[src/rtl/orre_pkg.sv]
// Types and constants shared by the row run-length encoder modules.
// No dependencies.
package orre_pkg;

  localparam int unsigned MaxRun   = 4096;
  localparam int unsigned CountW   = 13;
  localparam int unsigned CountMax = (1 << CountW) - 1;
  // The count saturates at the smaller of the run limit and the field maximum, but at least one.
  localparam int unsigned RunLimit = (MaxRun > CountMax) ? CountMax :
                                     ((MaxRun < 1) ? 1 : MaxRun);
  localparam logic [CountW-1:0] RunLimitC = CountW'(RunLimit);

  typedef struct packed {
    logic [7:0] pixel_index;
    logic       row_last;
  } pixel_t;

  typedef struct packed {
    logic [7:0]        run_index;
    logic [CountW-1:0] run_count;
    logic              closes_row;
    logic              final_result;
  } run_t;

  // Up to two results produced by one pixel, in delivery order.
  typedef struct packed {
    logic v0;
    run_t r0;
    logic v1;
    run_t r1;
  } run_pair_t;

endpackage

[src/rtl/orre_run_tracker.sv]
// Input register, open-run state and per-pixel run logic.
// Depends on orre_pkg.
module orre_run_tracker (
  input  logic               clk_i,
  input  logic               rst_ni,
  input  logic               in_valid_i,
  output logic               in_stall_o,
  input  orre_pkg::pixel_t   in_data_i,
  input  logic               room_i,
  output logic               fire_o,
  output orre_pkg::run_pair_t pair_o
);
  import orre_pkg::*;

  logic              in_vld_q, in_vld_d;
  pixel_t            in_pix_q;
  logic [7:0]        open_idx_q, open_idx_d;
  logic [CountW-1:0] open_cnt_q, open_cnt_d;

  logic              has_open, change;
  logic [7:0]        new_idx;
  logic [CountW-1:0] new_cnt;

  assign fire_o     = in_vld_q && room_i;
  assign in_stall_o = in_vld_q && !room_i;
  assign in_vld_d   = in_stall_o ? 1'b1 : in_valid_i;

  always_comb begin
    has_open = (open_cnt_q != '0);
    change   = has_open && (in_pix_q.pixel_index != open_idx_q);
    if (!has_open || change) begin
      new_idx = in_pix_q.pixel_index;
      new_cnt = CountW'(1);
    end else begin
      new_idx = open_idx_q;
      new_cnt = (open_cnt_q < RunLimitC) ? open_cnt_q + CountW'(1) : open_cnt_q;
    end

    pair_o.v0              = in_vld_q && change;
    pair_o.r0.run_index    = open_idx_q;
    pair_o.r0.run_count    = open_cnt_q;
    pair_o.r0.closes_row   = 1'b0;
    pair_o.r0.final_result = !in_pix_q.row_last;
    pair_o.v1              = in_vld_q && in_pix_q.row_last;
    pair_o.r1.run_index    = new_idx;
    pair_o.r1.run_count    = new_cnt;
    pair_o.r1.closes_row   = 1'b1;
    pair_o.r1.final_result = 1'b1;

    open_idx_d = open_idx_q;
    open_cnt_d = open_cnt_q;
    if (fire_o) begin
      open_idx_d = new_idx;
      open_cnt_d = in_pix_q.row_last ? '0 : new_cnt;
    end
  end

  always_ff @(posedge clk_i or negedge rst_ni) begin
    if (!rst_ni) begin
      in_vld_q   <= 1'b0;
      open_idx_q <= '0;
      open_cnt_q <= '0;
    end else begin
      in_vld_q   <= in_vld_d;
      open_idx_q <= open_idx_d;
      open_cnt_q <= open_cnt_d;
    end
  end

  always_ff @(posedge clk_i) begin
    if (!in_stall_o) begin
      in_pix_q <= in_data_i;
    end
  end

endmodule

[src/rtl/orre_out_queue.sv]
// Two-entry result queue that takes up to two runs per cycle and drives
// the output channel. Depends on orre_pkg.
module orre_out_queue (
  input  logic                clk_i,
  input  logic                rst_ni,
  input  orre_pkg::run_pair_t pair_i,
  input  logic                push_i,
  output logic                room_o,
  output logic                out_valid_o,
  input  logic                out_stall_i,
  output orre_pkg::run_t      out_data_o
);
  import orre_pkg::*;

  logic [1:0] cnt_q, cnt_d;
  run_t       ent_q [2];
  run_t       ent_d [2];
  logic       pop;
  logic [1:0] cnt_pop, n_res;
  run_t       first;

  assign out_valid_o = (cnt_q != 2'd0);
  assign out_data_o  = ent_q[0];
  assign pop         = out_valid_o && !out_stall_i;
  assign cnt_pop     = cnt_q - {1'b0, pop};
  assign n_res       = {1'b0, pair_i.v0} + {1'b0, pair_i.v1};
  assign room_o      = ({1'b0, cnt_pop} + {1'b0, n_res}) <= 3'd2;
  assign first       = pair_i.v0 ? pair_i.r0 : pair_i.r1;

  always_comb begin
    ent_d = ent_q;
    if (pop) begin
      ent_d[0] = ent_q[1];
    end
    if (push_i && (n_res != 2'd0)) begin
      ent_d[cnt_pop[0]] = first;
      // Two results only fit into an empty queue, so the second lands in slot one.
      if (n_res == 2'd2) begin
        ent_d[1] = pair_i.r1;
      end
    end
    cnt_d = cnt_pop + (push_i ? n_res : 2'd0);
  end

  always_ff @(posedge clk_i or negedge rst_ni) begin
    if (!rst_ni) begin
      cnt_q <= 2'd0;
    end else begin
      cnt_q <= cnt_d;
    end
  end

  always_ff @(posedge clk_i) begin
    ent_q <= ent_d;
  end

endmodule

[src/rtl/overlay_row_rle_encoder_core.sv]
// Top level of the row-bounded run-length encoder for palette pixels.
// Depends on orre_pkg, orre_run_tracker and orre_out_queue.
//
//   channel | direction | beat     | handshake
//   in      | input     | pixel_t  | in_valid_i / in_stall_o
//   out     | output    | run_t    | out_valid_o / out_stall_i
//
// One pixel is taken per cycle while in_stall_o is low; after acceptance a pixel
// reaches its results through the input register, then the result queue.
// A row-end pixel that also changes color yields two beats, so the output port
// sets the rate: one result beat per cycle when not stalled, drained from a two-entry queue.
// Reset clears the open run and empties both stages; no clearing pass.
// Output stalls back up into the input register and then onto in_stall_o.
module overlay_row_rle_encoder_core (
  input  logic             clk_i,
  input  logic             rst_ni,
  input  logic             in_valid_i,
  output logic             in_stall_o,
  input  orre_pkg::pixel_t in_data_i,
  output logic             out_valid_o,
  input  logic             out_stall_i,
  output orre_pkg::run_t   out_data_o
);
  import orre_pkg::*;

  run_pair_t pair;
  logic      room, fire;

  orre_run_tracker u_tracker (
    .clk_i      (clk_i),
    .rst_ni     (rst_ni),
    .in_valid_i (in_valid_i),
    .in_stall_o (in_stall_o),
    .in_data_i  (in_data_i),
    .room_i     (room),
    .fire_o     (fire),
    .pair_o     (pair)
  );

  orre_out_queue u_queue (
    .clk_i       (clk_i),
    .rst_ni      (rst_ni),
    .pair_i      (pair),
    .push_i      (fire),
    .room_o      (room),
    .out_valid_o (out_valid_o),
    .out_stall_i (out_stall_i),
    .out_data_o  (out_data_o)
  );

endmodule

[config.mk]
export PLATFORM = sky130hd
export DESIGN_NAME = overlay_row_rle_encoder_core
export DESIGN_NICKNAME = d
export VERILOG_FILES = /design/src/rtl/orre_pkg.sv /design/src/rtl/orre_run_tracker.sv /design/src/rtl/orre_out_queue.sv /design/src/rtl/overlay_row_rle_encoder_core.sv
export SDC_FILE = /design/constraint.sdc
export NUM_CORES = 1
export LEC_CHECK = 0
export ABC_AREA = 1
export BUFFER_PORTS_ARGS = -buffer_cell sky130_fd_sc_hd__clkbuf_2
export CORE_MARGIN = 5
export CORE_UTILIZATION = 30
export CTS_CLUSTER_SIZE = 16
export DETAILED_ROUTE_END_ITERATION = 10
export PLACE_DENSITY_LB_ADDON = 0.3
export SYNTH_ARGS = -nofsm -noshare
export SYNTH_HDL_FRONTEND = slang
export SYNTH_SLANG_ARGS = --single-unit
[constraint.sdc]
create_clock -name clk_i -period 6.2 [get_ports clk_i]
set_clock_uncertainty 0.1 [all_clocks]
set_input_delay 1.24 -clock clk_i [delete_from_list [all_inputs] [get_ports clk_i]]
set_output_delay 1.24 -clock clk_i [all_outputs]
set_load 0.05 [all_outputs]
# Yosys cells after proc, flatten, opt, wreduce, memory -nomap -nowiden
# Cells that the tools add are included.
[totals]
regBits = 79
inputBits = 13
output_inout_bits = 25
wordCells = 55
[classes]
add_sub_neg = 5
order_cmp = 4
eq_ne = 2
mux = 13
bitwise = 1
n_reduce_logical = 16
[ops]
columns = ["cell", "count"]
rows = [
  ["$mux 23", 4],
  ["$bwmux 46", 1],
  ["$mux 46", 1],
  ["$mux 13", 3],
  ["$demux 23 s1", 1],
  ["$add 13x1->13 const B", 1],
  ["$lt 13x13->1 const B", 1],
  ["$reduce_bool 13->1", 1],
  ["$logic_and 1x1->1", 8],
  ["$mux 8", 1],
  ["$ne 8x8->1", 1],
  ["$logic_not 1->1", 4],
  ["$reduce_bool 2->1", 2],
  ["$add 2x2->3", 1],
  ["$le 3x2->1 const B", 1],
  ["$add 1x1->2", 1],
  ["$add 2x2->2", 1],
  ["$eq 2x2->1 const B", 1],
  ["$ge 2x2->1 const B", 1],
  ["$lt 2x1->1 const B", 1],
  ["$mux 2", 1],
  ["$not 1->2", 1],
  ["$sub 2x1->2", 1],
  ["$logic_or 1x1->1", 1],
  ["$mux 1", 1],
]

# Logic depth before layout (Yosys ltp)
# Gate-level depths: netlist (run 1).
[logic_depth]
ltp_word = 11
ltp_mapped = 22
depth_no_buf = 20

# By module
# From an unflattened synthesis (run 1), not the netlist that was laid out.
[hier_totals]
cells_unflattened = 685
area_unflattened_um2 = 4850.9
[by_module_without_submodules]
columns = ["mod", "instances", "cells_per_inst", "area_each_um2", "seq_area_each_um2"]
rows = [
  ["orre_out_queue", 1, 406, 2877.8, 1201.2],
  ["orre_run_tracker", 1, 279, 1973.1, 820.8],
]

# Worst setup path before layout (run 1)
# OpenSTA, ideal clock, no wires.
[synth_timing]
path_type = "input to register"
start = "in out_stall_i"
end = "reg with a tool-made name"
setup_ps = 426
arrival_ps = 4663
required_ps = 5674
path_slack_ps = 1012
stages = 10
path_buffers = 2
path_cell_list = "a21oi_2 > clkbuf_1 > ha_1 > inv_1 > ha_1 > fa_1 > a21oi_1 > nand2_1 > clkbuf_1 > nor3_1"
[synth_lines]
columns = ["element", "line", "rtl"]
rows = [
  ["from (decl)", "overlay_row_rle_encoder_core.sv:21", "input logic out_stall_i,"],
]

# Worst setup path in the final report (run 1)
[layout_timing]
start = "reg u_tracker.open_cnt_q[0]"
end = "out in_stall_o"
[layout_between]
elab_chain_cells = 8
[layout_rtl]
columns = ["element", "line", "rtl"]
rows = [
  ["from (decl)", "orre_run_tracker.sv:18", "logic [CountW-1:0] open_cnt_q, open_cnt_d;"],
  ["from (signal assigned)", "orre_run_tracker.sv:66", "open_cnt_q <= open_cnt_d;"],
  ["$reduce_bool 13->1", "orre_run_tracker.sv:29", "has_open = (open_cnt_q != '0);"],
  ["$logic_and 1x1->1", "orre_run_tracker.sv:30", "change = has_open && (in_pix_q.pixel_index != open_idx_q);"],
  ["$logic_and 1x1->1", "orre_run_tracker.sv:39", "pair_o.v0 = in_vld_q && change;"],
  ["$add 1x1->2", "orre_out_queue.sv:26", "assign n_res = {1'b0, pair_i.v0} + {1'b0, pair_i.v1};"],
  ["$add 2x2->3", "orre_out_queue.sv:27", "assign room_o = ({1'b0, cnt_pop} + {1'b0, n_res}) <= 3'd2;"],
  ["$le 3x2->1", "orre_out_queue.sv:27", ""],
  ["$logic_not 1->1", "orre_run_tracker.sv:25", "assign in_stall_o = in_vld_q && !room_i;"],
  ["$logic_and 1x1->1", "orre_run_tracker.sv:25", ""],
  ["to (decl)", "overlay_row_rle_encoder_core.sv:18", "output logic in_stall_o,"],
]
# No other way between the ends.

==> results of run 1 <==
[synth_stat cells, types with 2 or more instances]
cell	n	area (µm²)
inv_1	58	218
or2_2	4	25.0
o21ai_0	15	75.1
inv_2	5	18.8
buf_2	6	30.0
nand3b_1	3	22.5
nand3_1	75	375
nor3_1	4	20.0
xor2_1	7	61.3
dfrtp_1	24	601
nand4_1	3	18.8
nand2_2	2	12.5
buf_6	2	22.5
clkbuf_1	13	48.8
ha_1	7	87.6
dfxtp_1	23	460
o22ai_1	11	68.8
o21ai_1	11	55.1
nand2_1	199	747
xnor2_1	4	35.0
nor2_1	21	78.8
buf_4	25	188
a21oi_1	4	20.0
edfxtp_1	32	961
o211ai_1	2	15.0
nor2_2	3	18.8
mux2i_1	2	20.0
[critical path, stage by stage (launching register included)]
cell      delay [ns]
dfrtp_1         0.39
inv_1           0.09
ha_1            0.20
nand2_1         0.09
nor3_2          0.06
a21oi_4         0.54
nand2_2         0.34
inv_1           0.15
ha_1            0.55
fa_1            0.52
a21oi_1         0.21
nor2_1          0.12
clkbuf_2        0.25
[final timing paths]
check | startpoint | end | cells past startpoint
min in group asynchronous | rst_ni | u_tracker.open_cnt_q[9]$_DFFE_PN0N_ | 1
max in group asynchronous | rst_ni | u_tracker.open_idx_q[2]$_DFFE_PN0N_ | 1
worst max-delay path | u_tracker.open_cnt_q[0]$_DFFE_PN0N_ | in_stall_o | 12
worst min register to register | register | u_queue.out_data_o[10]$_DFF_P_ | 2
worst max register to register | u_tracker.open_cnt_q[0]$_DFFE_PN0N_ | u_queue.out_data_o[12]$_DFF_P_ | 18
worst min-delay path | register | u_queue.out_data_o[10]$_DFF_P_ | 2
[through the flow]
step / std cells / hold slack [ns] / utilization [%] / area, µm²
finish: 768 / 0.397 / 33.5 / 4840
global route: 768 / 0.424 / 33.5 / 4840
CTS: 768 / 0.401 / 33.5 / 4840
detailed placement: 752 / 0.387 / 31.6 / 4550
global placement: 752 / 0.383 / 31.6 / 4550
floorplan: 573 / 0.358 / - / 4390
[per-layer routing]
metal	global-route usage, %	wire length, µm	vias up
met5	0	0	-
met4	4.36	192	0
met3	2.89	552	17
met2	17.4	4180	103
met1	18.3	5290	1612
li1	-	-	1834
[cell families (layout without fill, tap and decap cells)]
logic type	after synthesis	in the layout	synth area share, %
simple gates	316	316	30.5
mux	2	2	0.456
flops	79	79	46.1
buf+inv	110	121	12.1
xor+xnor	11	11	2.20
compound gates	47	47	6.22
fa+ha+maj	8	8	2.45
[layout make-up]
class | instances | area (µm²) | share of cell area, %
clock buffers | 16 | 283 | 5.85
inverters | 63 | 236 | 4.89
multi-input cells | 384 | 1840 | 38.1
flip-flops and latches | 79 | 2020 | 41.8
well taps | 184 | 230 | 4.76
repair buffers | 42 | 223 | 4.61
==> impl_metrics.json, run 1 <==
{
  "io_pins": 38,
  "wl_per_cell_um": 13.3,
  "overflow": 0,
  "antenna_found_initial": 0,
  "hold_class": "reg -> reg",
  "die_w_um": 131,
  "crit_required_ns": 4.86,
  "setup_viol": 0,
  "fin_setup_tns_ns": 0,
  "crit_arrival_ns": 3.85,
  "first_pass_iters": 5,
  "place_hpwl_um": 7560,
  "drive_gt1_share_pct": 12.3,
  "reg2reg_slack_ns": 1.50,
  "worst_slew_pin_slew_ns": 0.657,
  "grt_pass1_wl_um": 16900,
  "clockBufferDepth": 2,
  "viasPerCell": 4.64,
  "synth-main-ff-cell": "edfxtp_1",
  "final_cell_mix": "199 x nand2_1, 75 x nand3_1, 58 x inv_1",
  "cts_tree": "yes",
  "cts_inserted_buffers": 9,
  "nNetsFinal": 600,
  "synth_nets": 594,
  "synth_area_mm2": 0.00439,
  "grt_start_max_net_pins": 28,
  "cts_sinks": 79,
  "fmax_ghz": 0.193,
  "rows": 44,
  "post-cts-setup-buffer-count": 0,
  "ant_nets": 0,
  "cts.repair.resized": 0,
  "place.gp.congestion": 0.908,
  "portBuffers": 37,
  "initial_core_util_pct": 30.4,
  "report.final.hold_viol_count": 0,
  "postCtsHoldBufs": 0,
  "htree_levels": 3,
  "crit_path_end_kind": "output port",
  "place_ws_ns": 1.39,
  "cts.clk_slew.worst_paths_ns": 0.06,
  "fin_ws_ns": 1.01,
  "dieHeight_um": 131,
  "finalCritPeriodShare_pct": 83.6,
  "synth_edf_count": 32,
  "diodes": 0,
  "rsz0062_at_grt": "false",
  "drc": 0,
  "clk-insertion-delay-late_ns": 0.33,
  "cts-root-buf": "clkbuf_16",
  "cp_max_fo": 26,
  "async_flop_share_pct": 30.4,
  "fill_cells": 1538,
  "area_delta_synth_final_pct": 10.2,
  "syn_inst": 573,
  "ys_ff_latch": 79,
  "status": "finished, final reports clean",
  "yosysWarnings": 0,
  "critPathKind": "reg -> out",
  "avgSynthCellArea_um2": 7.66,
  "final_common_cell": "nand2_1",
  "ys_types": 35,
  "drv_cap": 0,
  "period_needed_ns": 5.19,
  "seq_area_frac_synth_pct": 46.1,
  "drt_wl_total_um": 10200,
  "slew_headroom_pct": 56.2,
  "drv_slew": 0,
  "grtUsageTotal_pct": 12.3,
  "core_mm2": 0.0144,
  "worstSetupStartpointType": "register",
  "dr.first_iter.drc_count": 280,
  "grt_pass1_vias": 3242,
  "vias": 3566,
  "die-area_mm2": 0.0171
}
Power of run 1 is left out: the tool's default activity adds up to more than one toggle a clock period on the data nets, which glitch-free logic cannot reach.
==> run 2, diff against run 1 <==
Settings changed: ABC_AREA 1 to 0.
Clock period 6.2 ns to 4.95 ns, I/O delays scaled along.
==> run 2 against run 1 <==
Compared with the run above: global-route usage is 1.1 points higher; synthesized cell count shrank 24%; first-iteration DRC count grew 2.9%.
==> impl_metrics.json, run 2 <==
{
  "diodes": 0,
  "vias": 3251,
  "period_needed_ns": 4.48,
  "clk-insertion-delay-late_ns": 0.34,
  "grtUsageTotal_pct": 13.4,
  "status": "finished, final reports clean",
  "crit_required_ns": 3.86,
  "die_w_um": 130,
  "async_flop_share_pct": 30.4,
  "ys_types": 66,
  "drc": 0,
  "final_util_pct": 34.4,
  "initial_core_util_pct": 30.9,
  "crit_path_end_kind": "output port",
  "synth_top_area_cell": "edfxtp_1",
  "overflow": 0,
  "seq_area_frac_synth_pct": 46.8,
  "first_pass_iters": 5,
  "cp_max_fo": 6,
  "syn_inst": 436,
  "cts.clk_slew.worst_paths_ns": 0.06,
  "viasPerCell": 5.17,
  "post-cts-setup-buffer-count": 0,
  "report.final.hold_viol_count": 0,
  "clockBufferDepth": 2,
  "yosys-top-cells-count": "67 x nand2_1, 32 x edfxtp_1, 24 x buf_4, 24 x dfrtp_1, 23 x dfxtp_1",
  "use_met2_pct": 20.2,
  "cts_sinks": 79,
  "final_common_cell": "nand2_1",
  "grt_pass1_wl_um": 17300,
  "avgSynthCellArea_um2": 9.91,
  "drive_gt1_share_pct": 18.9,
  "htree_levels": 3,
  "wl_per_cell_um": 17.4,
  "fill_cells": 1416,
  "portBuffers": 37,
  "rsz0062_at_grt": "false",
  "ant_nets": 0,
  "synth_nets": 457,
  "nNetsFinal": 465,
  "dieHeight_um": 130,
  "crit_arrival_ns": 3.39,
  "synth_top_area_share_pct": 22.2,
  "cts-root-buf": "clkbuf_16",
  "io_pins": 38,
  "synth_edf_count": 32,
  "grt-busiest-layer": "met2",
  "area_delta_synth_final_pct": 11.2,
  "core_mm2": 0.0140,
  "rows": 43,
  "cts_inserted_buffers": 9,
  "grt_start_max_net_pins": 29,
  "final_cell_mix": "67 x nand2_1, 37 x clkbuf_2, 32 x edfxtp_1",
  "finalCritPeriodShare_pct": 90.5,
  "synth_area_mm2": 0.00432,
  "critPathKind": "reg -> out",
  "place_hpwl_um": 7560,
  "yosysWarnings": 0,
  "die-area_mm2": 0.0169,
  "place.gp.congestion": 0.886,
  "grt_pass1_vias": 3043,
  "cts.repair.resized": 0,
  "fmax_ghz": 0.223,
  "worst_slew_pin_slew_ns": 1.06,
  "drv_cap": 0,
  "dr.first_iter.drc_count": 288,
  "setup_viol": 0,
  "drv_slew": 0,
  "cts_tree": "yes",
  "postCtsHoldBufs": 0,
  "antenna_found_initial": 0,
  "drt_wl_total_um": 10900,
  "hold_class": "reg -> reg",
  "fin_setup_tns_ns": 0,
  "synth_area_leaders": "edfxtp_1 22%, dfrtp_1 14%, dfxtp_1 11%",
  "yosysMostFrequentCell": "nand2_1",
  "slew_headroom_pct": 28.8,
  "holdWs_ns": 0.395,
  "synth-main-ff-cell": "edfxtp_1",
  "worstSetupStartpointType": "register",
  "ys_ff_latch": 79,
  "met1_usage_pct": 18.7,
  "use_met3_pct": 2.25
}
## run 2: changes by cell type after synthesis, moves of 10 or more
cell,previous run,this run
nand3_1,75,9
a211oi_1,0,12
o21ai_0,15,5
and2_1,0,15
inv_1,58,12
a31oi_1,1,17
nand2_1,199,67
a22o_1,0,12
## run 2: cells by family after synthesis
family / Yosys count / share of synthesized area, %
XOR/XNOR: 15 / 3.56
AND/OR/NAND/NOR: 155 / 18.2
flip-flops: 79 / 46.8
AO/OA/AOI/OAI: 102 / 17.6
multiplexers: 13 / 3.10
buffers and inverters: 64 / 8.20
adder cells (fa/ha/maj): 8 / 2.49
## run 2: routing by layer
metal  wire [µm]  vias up  share of wire, %
met4         222        0               2.0
met2        4990       89                46
li1            -     1574                 -
met5           0        -                 0
met3         468       15               4.3
met1        5240     1573                48
## run 2: area by class of cell
cell class	instances	area, µm²	share of cell area, %
Clock buffer	13	270	5.62
Clock inverter	3	17.5	0.364
Inverter	13	48.8	1.02
Multi-Input combinational cell	293	1950	40.7
Sequential cell	79	2020	42.1
Tap cell	180	225	4.69
Timing Repair Buffer	48	268	5.57
## run 2: worst paths after layout
path                                                      from                                  end  slack [ns]  cells past startpoint
max                        u_tracker.open_cnt_q[0]$_DFFE_PN0N_                           in_stall_o        0.47                     13
min                             u_queue.out_data_o[13]$_DFF_P_       u_queue.out_data_o[13]$_DFF_P_        0.40                      2
max in group asynchronous                               rst_ni           u_queue.cnt_q[1]$_DFF_PN0_        3.71                      1
min reg2reg                     u_queue.out_data_o[13]$_DFF_P_       u_queue.out_data_o[13]$_DFF_P_        0.40                      2
min in group asynchronous                               rst_ni  u_tracker.open_cnt_q[6]$_DFFE_PN0N_        0.58                      1
max reg2reg                u_tracker.open_cnt_q[0]$_DFFE_PN0N_        u_queue.out_data_o[5]$_DFF_P_        0.96                     14
## run 2: metrics by stage
step | instances | area, µm² | setup slack [ns]
5_1_grt | 629 | 4810 | 0.169
4_1_cts | 629 | 4810 | 0.466
6_report | 629 | 4810 | 0.469
3_3_place_gp | 613 | 4520 | 0.709
2_1_floorplan | 436 | 4330 | 0.0904
3_5_place_dp | 613 | 4520 | 0.709
## run 2: worst max-delay path: stages (launching register included)
cell and delay, ns:
dfrtp_1 0.45, inv_1 0.11, ha_1 0.14, nor4b_2 0.22, nand3_1 0.27, o211ai_2 0.15, inv_2 0.06, ha_1 0.29
ha_1 0.20, fa_1 0.44, a21oi_1 0.25, nand2b_1 0.18, inv_1 0.05, clkbuf_2 0.23
Power of run 2 is left out for the same reason.
